--- config.mk ---
export PLATFORM = sky130hd
export DESIGN_NAME = cbat_ram
export DESIGN_NICKNAME = d
export VERILOG_FILES = /design/src/rtl/assert_macros.svh /design/src/rtl/cbat_ram.sv
export SDC_FILE = /design/constraint.sdc
export NUM_CORES = 1
export LEC_CHECK = 0
export BUFFER_PORTS_ARGS = -buffer_cell sky130_fd_sc_hd__buf_2
export CAP_MARGIN = 5
export CORE_UTILIZATION = 36
export CTS_CLUSTER_SIZE = 8
export DETAILED_ROUTE_END_ITERATION = 8
export PLACE_DENSITY_LB_ADDON = 0.1
export RECOVER_POWER = 50
export SYNTH_ARGS = -nofsm -noshare
export SYNTH_HDL_FRONTEND = slang
export SYNTH_SLANG_ARGS = --single-unit
--- constraint.sdc ---
create_clock -name clock -period 2.4 [get_ports clock]
set_clock_uncertainty 0.2 [all_clocks]
set_input_delay 0.72 -clock clock [delete_from_list [all_inputs] [get_ports clock]]
set_output_delay 0.72 -clock clock [all_outputs]
set_load 0.05 [all_outputs]
--- src/rtl/assert_macros.svh ---
// Assertion macros used by the table core.
// Define ASSERT_OFF to compile every assertion away.
`ifndef ASSERT_MACROS_SVH
`define ASSERT_MACROS_SVH

`ifndef ASSERT_OFF

// Check prop at every rising edge of clk while rst is low.
`define ASSERT_CLK(label, clk, rst, prop) \
   label: assert property (@(posedge clk) disable iff (rst) prop) \
      else $error("assertion failed");

// Check prop at every rising edge of clk, reset included.
`define ASSERT_ALWAYS(label, clk, prop) \
   label: assert property (@(posedge clk) prop) \
      else $error("assertion failed");

`else

`define ASSERT_CLK(label, clk, rst, prop)
`define ASSERT_ALWAYS(label, clk, prop)

`endif

`endif

--- src/rtl/cbat_ram.sv ---
module cbat_ram #(
   parameter int WIDTH = 8,
   parameter int DEPTH = 64
) (
   input  logic                     clock,
   input  logic                     wr_en,
   input  logic [$clog2(DEPTH)-1:0] wr_addr,
   input  logic [WIDTH-1:0]         wr_data,
   input  logic [$clog2(DEPTH)-1:0] rd_addr,
   output logic [WIDTH-1:0]         rd_data
);

   logic [WIDTH-1:0] mem [DEPTH];
   logic [WIDTH-1:0] rd_data_ff;

   always_ff @(posedge clock) begin
      if (wr_en) begin
         mem[wr_addr] <= wr_data;
      end
      rd_data_ff <= mem[rd_addr];
   end

   assign rd_data = rd_data_ff;

endmodule

==> results.yml <==
setup_path:
  cp.required_ns: 2.68
  crit_type: "input pin to register"
  r2r_slack_ns: 0.15
  critPathArrivalTime_ns: 2.61
  crit_fanout: 14
  worst_setup_path_end_kind: "register"
  crit_path_start_kind: "input pin"
floorplan:
  num_rows: 86
  die_h_um: 239
  ios: 30
  die_x_um: 239
  core-area_um2: 55200
  die_area_um2: 57000
  start_util_pct: 36.5
cts:
  cts-root-buf: "clkbuf_16"
  cts_sinks: 520
  cts_buffer_depth: 3
  hold_buffers: 0
  clock_latency_ns: 0.60
  clk_pin_slew_worst_paths_ns: 0.05
  cts_buffers: 74
  cts_tree: "done"
  cts_max_level: 3
drt:
  antenna_left: 0
  wl_mm: 51.0
  drcViolationCount: 0
  vias: 10100
  drtPass1Iterations: 5
  drt_iter0_drc: 770
  vias_per_cell: 5.10
  wire_per_inst_um: 25.8
worst_hold_path:
  min_path_type: "input pin to register"
logic_synthesis:
  ys_types: 40
  synth_fp_nets: 962
  syn_avg_cell_area_um2: 21.5
  synth_edf_count: 512
  synthFlopType: "edfxtp_1"
  yosysSeqAreaShare_pct: 77.0
  synth_seq_cells: 520
  ys_warn_count: 0
  syn_inst: 940
  netlist_area_um2: 20200
  async_flop_share_pct: 0
cells_and_area:
  drive_gt1_share_pct: 36.7
  area_growth_syn_to_layout_pct: 22.9
  fin_area_um2: 24800
  final_nets: 1212
  instances_no_fill: 1979
job:
  cap_violations: 0
pwr:
  p_per_area_nw_per_um2: 843
  ir_drop_mv: 0.593
  p_leak_nw: 8.15
sta:
  fmax_ghz: 0.429
  tightest_slew_ns: 1.49
  slew_headroom_pct: 0.835
  fin_ws_ns: 0.0671
  finalSetupViolCount: 0
  hold_viol: 0
  slew_viol_final: 0
  period_share_pct: 97.2
  period_minus_slack_ns: 2.33
  finalSetupTns_ns: 0
  whs_ns: 0.451
  rsz0062_at_grt: "no"
global_route:
  antenna_found_initial: 4
  gr-total-overflow: 0
  grt_pass1_wl_mm: 74.6
  grt_usage_pct: 18.6
  grt_pass1_vias: 10700
  grt_max_degree: 65
placement:
  place_area_um2: 22700
  gp_congestion: 0.794
  port_buffers: 29
  dp_worst_setup_slack_ns: -1.01
  dp_cells: 1862
  dpl.hpwl_mm: 33.1
status:
  status: "complete, no violations"
synthesized netlist by cell type (3+ instances only):
master       n  area (um^2)
o221ai_1     8         70.1
nor2b_1     14         87.6
mux2_2      13          146
mux2i_1     23          230
dfxtp_1      8          160
nand3_1     13         65.1
o2111ai_1    3         26.3
mux4_2     126         2840
o2bb2ai_1    3         26.3
nand2b_1     7         43.8
a22oi_1      3         22.5
o22ai_1      8         50.1
nand2_1     19         71.3
buf_4       13         97.6
clkbuf_1    17         63.8
buf_2       11         55.1
buf_1        4         15.0
a221oi_1     6         52.6
edfxtp_1   512        15400
nor2_1      83          312
buf_6        4         45.0
a21oi_1      3         15.0
nor3_1       7         35.0
a211oi_1     4         30.0
nand3b_1     3         22.5
metal layers:
layer / up-vias / routed length, um / track usage (%)
met2: 282 / 24500 / 29.6
li1: 4437 / - / -
met1: 5288 / 22800 / 25.4
met5: - / 30 / 0
met4: 4 / 1090 / 5.79
met3: 75 / 2520 / 4.19
critical path: stages:
cell and delay, ns:
clkbuf_16 0.19, buf_12 0.14, buf_4 0.17, mux4_2 0.54, mux4_2 0.52, o21ai_2 0.20
o41ai_1 0.11
sequential cells by signal, summed over array words and instances, names as in the netlist:
| register | flops |
|---|---|
| mem | 512 |
| rd_data | 8 |
report_power, final:
group | switching (mW) | leakage, nW | internal, mW
Sequential | 0.0377 | 4.67 | 10.1
Combinational | 0.693 | 2.46 | 0.487
Clock | 3.64 | 1.02 | 5.95
Total | 4.37 | 8.15 | 16.5
cells by family after synthesis:
kind of cell / count (synthesis) / share of synthesized area, %
AO/OA/AOI/OAI: 54 / 2.07
buffers and inverters: 51 / 1.57
AND/OR/NAND/NOR: 153 / 3.39
flip-flops: 520 / 77.0
multiplexers: 162 / 15.9
cell type report:
cell class                      instances  area, um^2
Clock buffer                          115        2110
Fill cell                            4776       30400
Antenna cell                            1        2.50
Multi-Input combinational cell        369        4370
Sequential cell                       520       15500
Clock inverter                          1        8.76
Timing Repair Buffer                  225        1820
Tap cell                              748         936
metrics by stage:
| step | power [mW] | utilization, % |
|---|---|---|
| 6_report | 20.9 | 44.9 |
| 5_1_grt | 21.5 | 44.9 |
| 4_1_cts | 21.2 | 45.0 |
| 3_5_place_dp | 11.5 | 41.1 |
| 3_3_place_gp | 11.5 | 41.1 |
| 2_1_floorplan | 10.9 | - |
repair_timing:
item	in CTS	in global routing
setup endpoints to repair	5	2
resized for setup	7	3
setup buffers	0	0
final timing paths:
check              from          to  depth (start not counted)
max          rd_addr[0]  rd_data[5]                          7
min          rd_addr[5]  rd_data[1]                          4
max reg2reg  mem[24][6]  rd_data[6]                          6
min reg2reg  mem[23][2]  rd_data[2]                          4
cells in the final DEF (no fill, tap or decap), types with 7 or more instances in the layout:
cell	netlist	layout
nor2b_1	14	14
buf_4	13	170
nand3_1	13	13
nand2b_1	7	7
buf_2	11	24
mux2_2	13	13
clkbuf_16	0	80
clkbuf_1	17	40
clkbuf_2	0	7
nand2_1	19	19
buf_12	2	16
mux4_2	126	126
mux2i_1	23	23
nor2_1	83	82
o221ai_1	8	8
o22ai_1	8	8
edfxtp_1	512	512
dfxtp_1	8	8
No activity file was read; power rests on OpenSTA's default activity.
