===== config.mk =====
export PLATFORM = sky130hd
export DESIGN_NAME = cbat_alu
export DESIGN_NICKNAME = d
export VERILOG_FILES = /design/src/rtl/assert_macros.svh /design/src/rtl/cbat_pkg.sv /design/src/rtl/cbat_alu.sv
export SDC_FILE = /design/constraint.sdc
export NUM_CORES = 1
export LEC_CHECK = 0
export BUFFER_PORTS_ARGS = -buffer_cell sky130_fd_sc_hd__buf_2
export CAP_MARGIN = 20
export CORE_ASPECT_RATIO = 0.8
export CORE_MARGIN = 4
export CORE_UTILIZATION = 55
export DETAILED_ROUTE_END_ITERATION = 7
export GPL_TIMING_DRIVEN = 0
export PLACE_DENSITY = 0.91
export SYNTH_ARGS = -nofsm -noshare
export SYNTH_HDL_FRONTEND = slang
export SYNTH_SLANG_ARGS = --single-unit

===== constraint.sdc =====
create_clock -name vclk -period 5.8
set_clock_uncertainty 0.2 [all_clocks]
set_input_delay 0.29 -clock vclk [all_inputs]
set_output_delay 0.29 -clock vclk [all_outputs]
set_load 0.02 [all_outputs]

===== src/rtl/assert_macros.svh =====
// Assertion macros used by the table core.
// Define ASSERT_OFF to compile every assertion away.
`ifndef ASSERT_MACROS_SVH
`define ASSERT_MACROS_SVH

`ifndef ASSERT_OFF

// Check prop at every rising edge of clk while rst is low.
`define ASSERT_CLK(label, clk, rst, prop) \
   label: assert property (@(posedge clk) disable iff (rst) prop) \
      else $error("assertion failed");

// Check prop at every rising edge of clk, reset included.
`define ASSERT_ALWAYS(label, clk, prop) \
   label: assert property (@(posedge clk) prop) \
      else $error("assertion failed");

`else

`define ASSERT_CLK(label, clk, rst, prop)
`define ASSERT_ALWAYS(label, clk, prop)

`endif

`endif


===== src/rtl/cbat_pkg.sv =====
package cbat_pkg;

   localparam int CLIENTS = 64;
   localparam int IDX_W   = $clog2(CLIENTS);
   localparam int CNT_W   = $clog2(CLIENTS + 1);
   localparam int VAL_W   = 48;
   localparam int ACT_W   = 16;
   localparam int ALU_W   = VAL_W + 2;
   localparam int IDLE_W  = VAL_W + 1;

   localparam logic [1:0] REQ_RESERVE = 2'd0;
   localparam logic [1:0] REQ_RELEASE = 2'd1;
   localparam logic [1:0] REQ_SWEEP   = 2'd2;

   localparam logic [1:0] STATUS_DONE       = 2'd0;
   localparam logic [1:0] STATUS_EXCEEDED   = 2'd1;
   localparam logic [1:0] STATUS_UNKNOWN    = 2'd2;
   localparam logic [1:0] STATUS_SWEEP_DONE = 2'd3;

   localparam logic [1:0] CSR_IDLE_TIMEOUT  = 2'd0;
   localparam logic [1:0] CSR_DEFAULT_CHECK = 2'd1;

   localparam logic [VAL_W-1:0] IDLE_TIMEOUT_RESET  = VAL_W'(24 * 60 * 60 * 1000);
   localparam logic [VAL_W-1:0] DEFAULT_CHECK_RESET = VAL_W'(2 * 60 * 60 * 1000);

   typedef struct packed {
      logic [VAL_W-1:0] capacity;
      logic             unlimited;
      logic [VAL_W-1:0] consumed;
      logic [ACT_W-1:0] active;
      logic [VAL_W-1:0] idle_stamp;
   } entry_type;

   typedef struct packed {
      logic             sub;
      logic [ALU_W-1:0] a;
      logic [ALU_W-1:0] b;
   } alu_req_type;

endpackage


===== src/rtl/cbat_alu.sv =====
module cbat_alu (
   input  cbat_pkg::alu_req_type          req,
   output logic [cbat_pkg::ALU_W-1:0]     result
);

   logic [cbat_pkg::ALU_W-1:0] b_eff;

   // Subtract as a + ~b + 1.
   assign b_eff  = req.sub ? ~req.b : req.b;
   assign result = req.a + b_eff + cbat_pkg::ALU_W'(req.sub);

endmodule


==> out/summary.md <==
The number of detailed-route iterations in the first pass came out at 4. In the synthesized netlist, the cells that appear most often are xor2_1 (67), ha_1 (53), a21oi_1 (49). The DRC violations left was 0.

The number of instances in the synthesized netlist is 478, and the distinct cell type count of the synthesized netlist is 63. The tools report the number of warnings reported in the yosys synthesis log as 0. After the first detailed-routing iteration, the DRC count stood at 281. Entering global routing, the biggest net connects 11 pins. The run gives 0.003317 sq mm as the area occupied by multi-input gates. The run gives 0.1308 mV as the highest ir drop seen on vdd. For the number of antenna repair diodes, the log shows 0. Compared with the post-synthesis result, the final layout area differs by 24.56%. Type of the most critical hold path: primary input to primary output. The hold-critical path endpoint is result[0]. In the final design database the tool counted 785 nets. The total negative setup slack is 0 ns. By area the synthesized netlist is led by ha_1 (19%), xor2_1 (17%), xnor2_1 (7.6%). The routed via count came out at 4,189. In this run the cell area measured after placement is 0.004332 sq mm. Dividing total power by cell area gives a power density of 203.1 mW/mm^2. Counting instances, the worst hold path has a depth of 3. Along the worst path, the maximum fanout reaches 10.

Area of the mapped netlist: 0.003480 sq mm. The biggest area contributor in the post-synthesis netlist is ha_1. At the end of routability-driven placement, the weighted congestion stood at 0.9444.

Across the run, the number of max-cap violations was 0. The logs give 880.4 uW for the total power after layout and 0 sq um for the sequential cell area in the final layout. The type of origin of the critical path is a primary input. Type of element capturing the critical path: a primary output. Number of rows created at floorplan: 25. For the worst max-slew margin expressed relative to the limit, the log shows 0.3948. The count of pins over their slew limit was 0; the die height was 79.14 um. Data arrives at the worst endpoint at 4.75 ns. Hold repair after CTS inserted 0 buffers. Setup violations remaining at the end of the flow were counted as 0.

At the worst endpoint, the required time is 5.31 ns. The mean instance size in the synthesized netlist came out at 7.279 sq um. The die covers 0.007671 sq mm. For this run the aggregate overflow at the end of global routing stands at 0. The cell area after layout came out at 0.004334 sq mm.

Final critical delay including setup and external delays: 5.241 ns. The run gives 0 as the number of antenna violations at the first check in global routing. The die is 96.93 um wide.

The analysis attributes to cell leakage a power of 2.243 nW. The run gives 9721 um as the placed wire-length estimate. During placement, the flow inserted port buffers numbering 150. The detail-routed via count per cell was 5.908. The initial core utilization was 0.5764.

The critical path in this run is classified as primary input to primary output. By instance count, the leading cell after synthesis is xor2_1. The worst hold path startpoint is req[0]. The number of global-route vias before repair is 4,019, and the hold violation total from the final report is 0. The routed length per instance is 15.99 um, and the area fraction of the dominant cell type after synthesis is 0.1906. In the post-route analysis, the smallest setup slack over all paths is 0.5592 ns.

The global-route wire length before repair is 18,620 um. Post-CTS timing repair inserted 0 buffers for setup. The run gives 0 as the count of flip-flops and latches. The fraction of final layout cells with drive strength greater than 1 was 0.2882; the measured slew at the worst slew-check pin was 0.9078 ns. Clock buffers in the final layout number 0. The detail route stage leaves a number of antenna-violating nets equal to 0. Pin placement for this block handled 151 I/O pins.

The final cycle utilization of the critical path was 0.9036. The final routed wirelength across all metal layers was 11,340 um. Setup repair after global routing left no endpoint under its margin.

The number of inserted filler cells in the final layout was 523. The sequential element share of the synthesized area is 0. Global router's overall resource usage: 0.2790. The flow ran to the end, and the final reports show no timing, DRC or antenna violations.

The maximum clock frequency came out at 190.8 MHz. Prior to clock tree synthesis, the placed netlist has a worst setup slack of 0.3270 ns. The number of nets in the synthesized netlist was 633; the core region area was 0.006037 sq mm.
## layer usage
| metal | vias to the layer above | GRT usage | part of all wire |
|---|---|---|---|
| li1 | 2053 | - | - |
| met1 | 1893 | 0.3819 | 0.44 |
| met2 | 227 | 0.4883 | 0.47 |
| met3 | 16 | 0.03687 | 0.089 |
| met4 | 0 | 0.01823 | 0.0074 |
| met5 | - | 0 | 0 |
## worst max-delay path by stage
stage	start	to	slack, ns	cells after the start
global placement	req[100]	result[42]	0.37	15
floorplan	req[100]	result[42]	0.78	14
detailed placement	req[100]	result[42]	0.33	15
finish	req[100]	result[42]	0.56	15
global route	req[100]	result[42]	0.21	15
CTS	req[100]	result[42]	0.29	15
## placed cells by master (no fill, tap or decap), types with 3 or more instances in the layout
cell type,n
o21ai_1,9
nand3_1,14
nor2b_1,3
a221oi_1,3
o211ai_1,3
a21o_1,31
nor2_1,30
o21bai_1,4
a41oi_1,4
a21o_2,3
a211oi_1,3
and2_2,4
xor2_1,67
a31oi_1,4
nand2_1,46
or3_1,3
xnor2_1,30
nand4_1,8
o21ai_0,18
and3_1,5
buf_1,3
inv_1,5
ha_1,53
a21oi_1,49
buf_2,150
o21a_1,4
clkbuf_1,5
and2_1,6
and4_1,5
clkbuf_8,5
nor3_1,8
## metrics by stage
step,hold WS [ns],cells,utilization
2_1_floorplan,0.5043,478,-
3_3_place_gp,0.6910,709,0.7175
3_5_place_dp,0.6944,709,0.7175
4_1_cts,0.6935,709,0.7175
5_1_grt,0.7185,709,0.7179
6_report,0.6949,709,0.7179
## cells by family after synthesis
| kind of cell | Yosys count | synth area share |
|---|---|---|
| fa+ha+maj | 54 | 0.1963 |
| mux | 2 | 0.006113 |
| xor+xnor | 97 | 0.2442 |
| simple gates | 143 | 0.2050 |
| buf+inv | 24 | 0.04675 |
| compound gates | 158 | 0.3017 |
## where the power goes
| part | internal [mW] | leakage, nW | switching (mW) |
|---|---|---|---|
| Sequential | 0 | 0 | 0 |
| Combinational | 0.342 | 2.24 | 0.538 |
| Clock | 0 | 0 | 0 |
## repair_timing
action,in CTS,in global routing
endpoints found under the setup margin,0,1
gates resized for setup,0,3
endpoints found under the hold margin,0,0
## worst max-delay path, cell delays in order
cell,delay [ns]
clkbuf_1,0.25
buf_1,0.57
clkbuf_2,0.43
xor2_1,0.17
ha_1,0.37
nand2_1,0.13
nor4_2,0.27
or4b_4,0.51
a21oi_2,0.21
o211ai_2,0.13
a21oi_2,0.20
o2111ai_2,0.23
mux2i_1,0.17
a2111oi_0,0.54
buf_2,0.27
## area by class of cell
type | count | area share
Tap cell | 81 | 0.02338
Buffer | 19 | 0.03378
Inverter | 5 | 0.004330
Timing Repair Buffer | 150 | 0.1732
Multi-Input combinational cell | 454 | 0.7653
Note: power is estimated with default switching activity, not from simulation.
